`config.mk`:
```
export PLATFORM = sky130hd
export DESIGN_NAME = drive_user_prefix_parser
export DESIGN_NICKNAME = d
export VERILOG_FILES = /design/src/dupp_pkg.sv /design/src/drive_user_prefix_parser.sv /design/src/dupp_front.sv /design/src/dupp_queue.sv /design/src/dupp_back.sv
export SDC_FILE = /design/constraint.sdc
export NUM_CORES = 1
export LEC_CHECK = 0
export BUFFER_PORTS_ARGS = -buffer_cell sky130_fd_sc_hd__buf_2
export CAP_MARGIN = 40
export CORE_MARGIN = 1
export CORE_UTILIZATION = 56
export CTS_BUF_LIST = sky130_fd_sc_hd__clkbuf_8
export DETAILED_ROUTE_END_ITERATION = 12
export PLACE_DENSITY = 0.76
export REMOVE_ABC_BUFFERS = 1
export SLEW_MARGIN = 20
export SYNTH_ARGS = -nofsm -noshare
export SYNTH_HDL_FRONTEND = slang
export SYNTH_SLANG_ARGS = --single-unit
```
`constraint.sdc`:
```
create_clock -name clk -period 6.2 [get_ports clk]
set_input_delay 0.93 -clock clk [delete_from_list [all_inputs] [get_ports clk]]
set_output_delay 0.93 -clock clk [all_outputs]
set_load 0.05 [all_outputs]
```
`src/dupp_pkg.sv`:
```
// Shared types and constants for the drive/user prefix parser.
package dupp_pkg;

    localparam int MAX_PREFIX_LEN     = 255;
    localparam int ALPHA_COLON_WINDOW = 4;
    localparam int LEN_LIMIT          = (MAX_PREFIX_LEN > 255) ? 255 : MAX_PREFIX_LEN;
    localparam int QUEUE_DEPTH        = 2;

    localparam int VOL_W   = 5;
    localparam int UA_W    = 8;
    localparam int CH_W    = 8;
    localparam int LEN_W   = 8;
    localparam int CFG_W   = 8;
    localparam int CFG_IDX_W = 1;
    localparam int PROD_W  = 12;

    localparam logic [CH_W-1:0] CH_COLON = 8'h3A;
    localparam logic [CH_W-1:0] CH_UC_A  = 8'h41;
    localparam logic [CH_W-1:0] CH_UC_Z  = 8'h5A;
    localparam logic [CH_W-1:0] CH_LC_A  = 8'h61;
    localparam logic [CH_W-1:0] CH_LC_Z  = 8'h7A;
    localparam logic [CH_W-1:0] CH_ZERO  = 8'h30;
    localparam logic [CH_W-1:0] CH_NINE  = 8'h39;
    localparam logic [CH_W-1:0] CASE_BIT = 8'h20;

    localparam logic [CFG_IDX_W-1:0] REG_VOLUME_COUNT = 1'b0;
    localparam logic [CFG_IDX_W-1:0] REG_MAX_UA       = 1'b1;

    localparam logic [VOL_W-1:0] VOLUME_COUNT_RST = 5'd16;
    localparam logic [UA_W-1:0]  MAX_UA_RST       = 8'd15;

    typedef enum logic [2:0] {
        PH_IDLE   = 3'b001,
        PH_ALPHA  = 3'b010,
        PH_DIGITS = 3'b100
    } phase_t;

    typedef struct packed {
        logic             start;
        logic             last;
        logic             is_letter;
        logic             is_digit;
        logic             is_colon;
        logic [VOL_W-1:0] letter_val;
        logic [3:0]       digit_val;
        logic [VOL_W-1:0] cur_vol;
        logic [UA_W-1:0]  cur_ua;
    } tok_t;

    typedef struct packed {
        logic             matched;
        logic [LEN_W-1:0] prefix_len;
        logic [VOL_W-1:0] vol_id;
        logic [UA_W-1:0]  ua_id;
    } res_t;

endpackage

```
`src/drive_user_prefix_parser.sv`:
```
// Top level of the drive/user prefix parser.
// Takes one filespec character per cycle, unless out_ready back-pressure stalls it, and gives
// at most one result per argument: whether a drive/user prefix matched, its length, and the
// resulting volume and user area. A result passes the classify register, the token queue and
// the state machine with its result register. The state update for one character, a
// multiply by ten and compare against the user-area maximum, sets the cycle. Write
// registers only while no argument is in flight.
module drive_user_prefix_parser (
    input  logic                              clk,
    input  logic                              rst_n,
    input  logic                              cfg_we,
    input  logic [dupp_pkg::CFG_IDX_W-1:0]    cfg_index,
    input  logic [dupp_pkg::CFG_W-1:0]        cfg_wdata,
    input  logic                              in_valid,
    output logic                              in_ready,
    input  logic                              start_req,
    input  logic [dupp_pkg::CH_W-1:0]         ch,
    input  logic                              last,
    input  logic [dupp_pkg::VOL_W-1:0]        cur_vol,
    input  logic [dupp_pkg::UA_W-1:0]         cur_ua,
    output logic                              out_valid,
    input  logic                              out_ready,
    output logic                              matched,
    output logic [dupp_pkg::LEN_W-1:0]        prefix_len,
    output logic [dupp_pkg::VOL_W-1:0]        vol_id,
    output logic [dupp_pkg::UA_W-1:0]         ua_id
);
    import dupp_pkg::*;

    logic f_valid, f_ready, q_valid, q_ready;
    tok_t f_tok, q_tok;
    res_t res;

    dupp_front u_front (
        .clk       (clk),
        .rst_n     (rst_n),
        .in_valid  (in_valid),
        .in_ready  (in_ready),
        .start_req (start_req),
        .ch        (ch),
        .last      (last),
        .cur_vol   (cur_vol),
        .cur_ua    (cur_ua),
        .tok_valid (f_valid),
        .tok_ready (f_ready),
        .tok       (f_tok)
    );

    dupp_queue u_queue (
        .clk        (clk),
        .rst_n      (rst_n),
        .push_valid (f_valid),
        .push_ready (f_ready),
        .push_tok   (f_tok),
        .pop_valid  (q_valid),
        .pop_ready  (q_ready),
        .pop_tok    (q_tok)
    );

    dupp_back u_back (
        .clk       (clk),
        .rst_n     (rst_n),
        .cfg_we    (cfg_we),
        .cfg_index (cfg_index),
        .cfg_wdata (cfg_wdata),
        .tok_valid (q_valid),
        .tok_ready (q_ready),
        .tok       (q_tok),
        .out_valid (out_valid),
        .out_ready (out_ready),
        .res       (res)
    );

    assign matched    = res.matched;
    assign prefix_len = res.prefix_len;
    assign vol_id     = res.vol_id;
    assign ua_id      = res.ua_id;

endmodule

```
`src/dupp_front.sv`:
```
// Front end: accepts characters, classifies them and hands tokens to the queue.
module dupp_front (
    input  logic                          clk,
    input  logic                          rst_n,
    input  logic                          in_valid,
    output logic                          in_ready,
    input  logic                          start_req,
    input  logic [dupp_pkg::CH_W-1:0]     ch,
    input  logic                          last,
    input  logic [dupp_pkg::VOL_W-1:0]    cur_vol,
    input  logic [dupp_pkg::UA_W-1:0]     cur_ua,
    output logic                          tok_valid,
    input  logic                          tok_ready,
    output dupp_pkg::tok_t                tok
);
    import dupp_pkg::*;

    logic stage_valid_reg, stage_valid_next;
    tok_t stage_reg, stage_next;
    logic accept;
    logic [CH_W-1:0] folded;

    assign in_ready  = !stage_valid_reg || tok_ready;
    assign accept    = in_valid && in_ready;
    assign tok_valid = stage_valid_reg;
    assign tok       = stage_reg;
    assign folded    = (ch | CASE_BIT) - CH_LC_A;

    always_comb
    begin
        stage_next            = stage_reg;
        stage_next.start      = start_req;
        stage_next.last       = last;
        stage_next.is_letter  = (ch >= CH_UC_A && ch <= CH_UC_Z) ||
                                (ch >= CH_LC_A && ch <= CH_LC_Z);
        stage_next.is_digit   = (ch >= CH_ZERO && ch <= CH_NINE);
        stage_next.is_colon   = (ch == CH_COLON);
        stage_next.letter_val = folded[VOL_W-1:0];
        stage_next.digit_val  = ch[3:0];
        stage_next.cur_vol    = cur_vol;
        stage_next.cur_ua     = cur_ua;
        if (!accept)
        begin
            stage_next = stage_reg;
        end
    end

    always_comb
    begin
        if (accept)
            stage_valid_next = 1'b1;
        else if (tok_ready)
            stage_valid_next = 1'b0;
        else
            stage_valid_next = stage_valid_reg;
    end

    always_ff @(posedge clk or negedge rst_n)
    begin
        if (!rst_n)
            stage_valid_reg <= 1'b0;
        else
            stage_valid_reg <= stage_valid_next;
    end

    always_ff @(posedge clk)
    begin
        stage_reg <= stage_next;
    end

endmodule

```
`src/dupp_queue.sv`:
```
// Short token queue between the front end and the back end.
module dupp_queue (
    input  logic           clk,
    input  logic           rst_n,
    input  logic           push_valid,
    output logic           push_ready,
    input  dupp_pkg::tok_t push_tok,
    output logic           pop_valid,
    input  logic           pop_ready,
    output dupp_pkg::tok_t pop_tok
);
    import dupp_pkg::*;

    localparam int PTR_W = (QUEUE_DEPTH > 1) ? $clog2(QUEUE_DEPTH) : 1;
    localparam int CNT_W = $clog2(QUEUE_DEPTH + 1);
    localparam logic [CNT_W-1:0] DEPTH_CNT = CNT_W'(QUEUE_DEPTH);
    localparam logic [PTR_W-1:0] LAST_PTR  = PTR_W'(QUEUE_DEPTH - 1);

    tok_t             mem_reg [QUEUE_DEPTH];
    logic [PTR_W-1:0] wr_ptr_reg, wr_ptr_next;
    logic [PTR_W-1:0] rd_ptr_reg, rd_ptr_next;
    logic [CNT_W-1:0] count_reg, count_next;
    logic             push, pop;

    assign push_ready = (count_reg != DEPTH_CNT);
    assign pop_valid  = (count_reg != '0);
    assign pop_tok    = mem_reg[rd_ptr_reg];
    assign push       = push_valid && push_ready;
    assign pop        = pop_valid && pop_ready;

    always_comb
    begin
        wr_ptr_next = wr_ptr_reg;
        rd_ptr_next = rd_ptr_reg;
        count_next  = count_reg;
        if (push)
            wr_ptr_next = (wr_ptr_reg == LAST_PTR) ? '0 : wr_ptr_reg + 1'b1;
        if (pop)
            rd_ptr_next = (rd_ptr_reg == LAST_PTR) ? '0 : rd_ptr_reg + 1'b1;
        if (push && !pop)
            count_next = count_reg + 1'b1;
        else if (pop && !push)
            count_next = count_reg - 1'b1;
    end

    always_ff @(posedge clk or negedge rst_n)
    begin
        if (!rst_n)
        begin
            wr_ptr_reg <= '0;
            rd_ptr_reg <= '0;
            count_reg  <= '0;
        end
        else
        begin
            wr_ptr_reg <= wr_ptr_next;
            rd_ptr_reg <= rd_ptr_next;
            count_reg  <= count_next;
        end
    end

    always_ff @(posedge clk)
    begin
        if (push)
            mem_reg[wr_ptr_reg] <= push_tok;
    end

endmodule

```
`src/dupp_back.sv`:
```
// Back end: prefix state machine, configuration registers and result register.
module dupp_back (
    input  logic                              clk,
    input  logic                              rst_n,
    input  logic                              cfg_we,
    input  logic [dupp_pkg::CFG_IDX_W-1:0]    cfg_index,
    input  logic [dupp_pkg::CFG_W-1:0]        cfg_wdata,
    input  logic                              tok_valid,
    output logic                              tok_ready,
    input  dupp_pkg::tok_t                    tok,
    output logic                              out_valid,
    input  logic                              out_ready,
    output dupp_pkg::res_t                    res
);
    import dupp_pkg::*;

    localparam logic [LEN_W:0] LIMIT_W  = (LEN_W+1)'(LEN_LIMIT);
    localparam logic [LEN_W-1:0] WINDOW = LEN_W'(ALPHA_COLON_WINDOW);

    logic [VOL_W-1:0] vol_count_reg;
    logic [UA_W-1:0]  max_ua_reg;

    phase_t           phase_reg, phase_next;
    logic [UA_W-1:0]  digit_reg, digit_next;
    logic [LEN_W-1:0] count_reg, count_next;
    logic [VOL_W-1:0] letter_reg, letter_next;
    logic [VOL_W-1:0] svol_reg, svol_next;
    logic [UA_W-1:0]  sua_reg, sua_next;

    logic             out_valid_reg, out_valid_next;
    res_t             res_reg, res_next;

    logic             pop, fire;
    res_t             r;
    logic [PROD_W-1:0] acc;
    logic [PROD_W-1:0] nv;
    logic [LEN_W:0]    cnt_plus2;

    assign tok_ready = !out_valid_reg || out_ready;
    assign pop       = tok_valid && tok_ready;
    assign out_valid = out_valid_reg;
    assign res       = res_reg;

    assign acc       = tok.start ? '0 : {{(PROD_W-UA_W){1'b0}}, digit_reg};
    assign nv        = (acc << 3) + (acc << 1) + {{(PROD_W-4){1'b0}}, tok.digit_val};
    assign cnt_plus2 = {1'b0, count_reg} + (LEN_W+1)'(2);

    always_comb
    begin
        phase_next  = phase_reg;
        digit_next  = digit_reg;
        count_next  = count_reg;
        letter_next = letter_reg;
        svol_next   = svol_reg;
        sua_next    = sua_reg;
        fire        = 1'b0;
        r.matched    = 1'b0;
        r.prefix_len = '0;
        r.vol_id     = tok.start ? tok.cur_vol : svol_reg;
        r.ua_id      = tok.start ? tok.cur_ua : sua_reg;
        if (tok.start)
        begin
            svol_next   = tok.cur_vol;
            sua_next    = tok.cur_ua;
            digit_next  = '0;
            count_next  = '0;
            letter_next = '0;
            phase_next  = PH_IDLE;
            if (tok.is_letter)
            begin
                letter_next = tok.letter_val;
                if (tok.letter_val >= vol_count_reg)
                    fire = 1'b1;
                else
                begin
                    phase_next = PH_ALPHA;
                    count_next = LEN_W'(1);
                end
            end
            else if (tok.is_digit)
            begin
                if (nv > {{(PROD_W-UA_W){1'b0}}, max_ua_reg} || LEN_LIMIT < 2)
                    fire = 1'b1;
                else
                begin
                    digit_next = nv[UA_W-1:0];
                    phase_next = PH_DIGITS;
                    count_next = LEN_W'(1);
                end
            end
            else
                fire = 1'b1;
        end
        else
        begin
            case (phase_reg)
                PH_ALPHA:
                begin
                    if (tok.is_colon)
                    begin
                        fire         = 1'b1;
                        r.matched    = 1'b1;
                        r.prefix_len = count_reg + 1'b1;
                        r.vol_id     = letter_reg;
                        r.ua_id      = (count_reg > LEN_W'(1)) ? digit_reg : sua_reg;
                    end
                    else if (count_reg >= WINDOW || !tok.is_digit)
                        fire = 1'b1;
                    else if (nv > {{(PROD_W-UA_W){1'b0}}, max_ua_reg})
                        fire = 1'b1;
                    else
                    begin
                        digit_next = nv[UA_W-1:0];
                        count_next = count_reg + 1'b1;
                    end
                end
                PH_DIGITS:
                begin
                    if (tok.is_colon)
                    begin
                        fire         = 1'b1;
                        r.matched    = 1'b1;
                        r.prefix_len = count_reg + 1'b1;
                        r.vol_id     = svol_reg;
                        r.ua_id      = digit_reg;
                    end
                    else if (!tok.is_digit || cnt_plus2 > LIMIT_W)
                        fire = 1'b1;
                    else if (nv > {{(PROD_W-UA_W){1'b0}}, max_ua_reg})
                        fire = 1'b1;
                    else
                    begin
                        digit_next = nv[UA_W-1:0];
                        count_next = count_reg + 1'b1;
                    end
                end
                default:
                begin
                    fire = 1'b0;
                end
            endcase
        end
        if (!fire && tok.last && phase_next != PH_IDLE)
            fire = 1'b1;
        if (fire)
            phase_next = PH_IDLE;
    end

    always_comb
    begin
        res_next = res_reg;
        if (pop && fire)
        begin
            res_next       = r;
            out_valid_next = 1'b1;
        end
        else if (out_ready)
            out_valid_next = 1'b0;
        else
            out_valid_next = out_valid_reg;
    end

    always_ff @(posedge clk or negedge rst_n)
    begin
        if (!rst_n)
        begin
            vol_count_reg <= VOLUME_COUNT_RST;
            max_ua_reg    <= MAX_UA_RST;
            phase_reg     <= PH_IDLE;
            digit_reg     <= '0;
            count_reg     <= '0;
            letter_reg    <= '0;
            svol_reg      <= '0;
            sua_reg       <= '0;
            out_valid_reg <= 1'b0;
        end
        else
        begin
            if (cfg_we)
            begin
                case (cfg_index)
                    REG_VOLUME_COUNT: vol_count_reg <= cfg_wdata[VOL_W-1:0];
                    REG_MAX_UA:       max_ua_reg    <= cfg_wdata[UA_W-1:0];
                    default:          max_ua_reg    <= max_ua_reg;
                endcase
            end
            if (pop)
            begin
                phase_reg  <= phase_next;
                digit_reg  <= digit_next;
                count_reg  <= count_next;
                letter_reg <= letter_next;
                svol_reg   <= svol_next;
                sua_reg    <= sua_next;
            end
            out_valid_reg <= out_valid_next;
        end
    end

    always_ff @(posedge clk)
    begin
        res_reg <= res_next;
    end

endmodule
```
==> results by group <==
Global routing
  • First-pass GRT wire length: 23220 um
  • Pin count of the biggest net entering global routing: 57
  • GR Overflow Total: 0
  • Initial antenna violation count: 0
  • All-Layer GR Usage: 22.19%
  • Vias in the first global route: 4772

Timing
  • Fin. Hold Viols: 0
  • Period minus WS final: 5.280 ns
  • Achievable Freq: 189.4 MHz
  • Max-slew headroom: 44.14%
  • RSZ-0062 raised after global routing: no
  • Least-Margin Pin Slew: 0.8310 ns
  • Period utilisation layout: 85.16%
  • Max-slew violations: 0
  • Clk_skew: 0.01269 ns
  • Endpoints failing setup: 0

Power and ir drop
  • LEAKAGE: 3.609 nW
  • Total power: 4.378 mW
  • Power Density: 512.8 nW/um^2
  • Maximum vdd drop: 0.2573 mV

Synth
  • Xor and xnor fraction of the mapped netlist area: 1.737%
  • Synth Area in Compound Gates: 10.31%
  • Unique masters post-synth: 67
  • Dominant synthesized flop cell: edfxtp_1
  • Post-synth ARST share: 35.22%
  • Synth Area per Inst: 12.82 um^2
  • Mapped cell area: 7564 um^2
  • Post-Synth Simple-Gate Area: 9.909%
  • Synthesis warning total: 0
  • Largest family of logic cells by synthesized area: compound AO/OA/AOI/OAI gates
  • Post-synthesis adder-cell area fraction: 6.551%
  • Post-Synthesis Cells: 590
  • Number of enable flip-flop cells after synthesis: 103
  • Synthesized flop and latch total: 159
  • Register area share after synthesis: 59.52%
  • Post-synthesis mux area share: 8.652%

Floorplanning
  • Die W: 118.2 um
  • Die ar.: 13970 um^2
  • Starting density of the core: 57.34%
  • Core footprint: 13190 um^2
  • Die H: 118.2 um
  • Row count: 42
  • Top Ports: 61

Clock network
  • Cells resized by post-CTS repair: 0
  • Clock transition at path regs: 0.09 ns
  • Setup Buffers After CTS: 0
  • CTS H-tree depth: 4
  • CTS Buf Count: 17
  • CTS tree: done
  • Clock sinks: 159
  • Hold_buf cts: 0
  • CTS root buf: clkbuf_8
  • CTS Buffer Depth: 2
  • Clk_lat worst skew: 0.46 ns

Worst setup path
  • CP startpoint: u_queue.rd_ptr_reg
  • CP endpoint kind: register
  • Reg2Reg Depth: 17
  • Most Frequent Cell on Critical Path: ha_1
  • Critical Path AT: 5.44 ns
  • Required @ worst endpoint: 6.36 ns
  • Worst reg-to-reg setup slack: 0.92 ns
  • CP top delay family: compound AO/OA/AOI/OAI gates
  • Crit-path cells: buf_4, mux2i_1, xor2_1, ha_1, ha_1, a21oi_1, nor3b_1, or3_4, xor2_1, ha_1, nand4_1, a211o_1, o2111ai_2, nor4_4, or2_2, o21ai_2, buf_4
  • CP max stage delay: 0.48 ns
  • Critical path class: reg2reg
  • Reg-to-Reg Start: u_queue.rd_ptr_reg
  • Worst Setup Start Kind: register
  • Worst path slowest cell: o21ai_2
  • Worst Path Buf+Inv: 2
  • RR Endpoint: u_back.res[7]
  • Worst-path maximum fanout: 22

Layout
  • P&R area growth vs syn: 12.87%
  • Ratio of cells with drive above 1 in the final layout: 20.65%
  • Core Util, Final: 64.72%
  • Diodes inserted: 0
  • Max reg flops: 54
  • Nets: 741

Placed design
  • Dpl hpwl: 10340 um
  • GP Congestion: 0.8780
  • PortBufs: 60

Route
  • Vias per inst: 5.607
  • Final wirelength: 14440 um
  • Vias: 4788
  • WL/cell: 16.91 um
  • DR pass1 iterations: 5
  • Antenna Nets Post-Route: 0
  • Number of DRC markers in iteration 0: 292
  • DR DRC count: 0

Outcome
  • Outcome: completed

Flow run
  • Max Cap Viol: 0

Hold path
  • Hold Crit Class: in2async
-- metal layers --
metal	vias up	global-route usage [%]	routed length, um
met5	-	0	0
met4	0	9.696	269
met3	20	5.840	552
met2	126	38.01	7537
met1	2329	26.33	6079
li1	2313	-	-
-- stage by stage --
stage	setup TNS, ns	hold slack, ns	worst slack (ns)	area, um^2	std cells
6_report	0	0.3317	0.9199	8537	854
5_1_grt	0	0.2890	0.5513	8537	854
4_1_cts	0	0.4504	0.9313	8509	853
3_5_place_dp	0	0.4304	0.9579	8104	821
3_3_place_gp	0	0.4229	1.183	8071	819
2_1_floorplan	-21.01	0.4215	-0.9549	7477	574
-- worst register-to-register path: stages, from the launching register on --
cell and delay, ns:
dfrtp_1 0.44, buf_4 0.38, mux2i_1 0.35, xor2_1 0.18, ha_1 0.27, ha_1 0.32, a21oi_1 0.15, nor3b_1 0.08
or3_4 0.40, xor2_1 0.17, ha_1 0.33, nand4_1 0.12, a211o_1 0.30, o2111ai_2 0.21, nor4_4 0.13, or2_2 0.32
o21ai_2 0.48, buf_4 0.33
-- synth_stat cells, types with 3 or more instances --
library cell	count	area share, %
edfxtp_1	103	41
dfrtp_1	50	17
mux2i_1	48	6.4
inv_1	44	2.2
nand2_1	43	2.1
ha_1	38	6.3
o21ai_0	32	2.1
nor2_1	30	1.5
a21oi_1	21	1.4
nor2b_1	13	1.1
mux2_2	11	1.6
nand2b_1	11	0.91
o211ai_1	10	0.99
a211oi_1	8	0.79
nor3_1	8	0.53
o21a_1	8	0.79
xnor2_1	8	0.93
o21ai_1	7	0.46
o31ai_1	7	0.69
xor2_1	7	0.81
clkbuf_1	6	0.30
dfstp_2	6	2.1
nand3_1	5	0.33
buf_1	4	0.20
and2_1	3	0.25
and3_1	3	0.25
buf_2	3	0.20
nand4_1	3	0.25
nor3b_1	3	0.30
o21bai_1	3	0.30
-- report_power, final --
group	total [mW]	switching [mW]	internal (mW)
Sequential	1.70	0.138	1.56
Clock	0.780	0.410	0.370
Combinational	1.90	1.27	0.629
-- worst max-delay path by stage --
stage | end | slack, ns | cells after the start
floorplan | u_back.res[0] | -0.95 | 16
global placement | u_back.res[0] | 1.18 | 17
detailed placement | u_back.res[7] | 0.96 | 17
CTS | u_back.res[17] | 0.93 | 17
global route | u_back.res[15] | 0.55 | 18
finish | u_back.res[7] | 0.92 | 17
-- placed cells by master (no fill, tap or decap), drive strengths merged, types with 10 or more instances in the layout --
cell / synthesis / final
nor3: 11 / 11
ha: 38 / 38
mux2: 11 / 11
buf: 10 / 72
clkbuf: 6 / 17
nor2b: 13 / 13
edfxtp: 103 / 103
o211ai: 10 / 10
nor2: 30 / 30
inv: 44 / 52
dfrtp: 50 / 50
mux2i: 51 / 51
a21oi: 22 / 22
nand2b: 11 / 11
nand2: 43 / 43
o21ai: 39 / 39
-- cells by family (layout without fill, tap and decap cells) --
logic type      after synthesis  count (layout)
flops                       159             159
buf+inv                      60             148
xor+xnor                     15              15
fa+ha+maj                    39              39
mux                          62              62
compound gates              116             116
simple gates                139             139
-- cell type report --
| cell class | count | area (um^2) |
|---|---|---|
| inverter | 44 | 165.2 |
| clock inverter | 15 | 171.4 |
| fill | 988 | 4653 |
| sequential | 159 | 4502 |
| timing repair buffer | 72 | 427.9 |
| multi-input combinational | 371 | 2816 |
| clock buffer | 17 | 234.0 |
| tap | 176 | 220.2 |
Note: power is estimated with default switching activity, not from simulation.
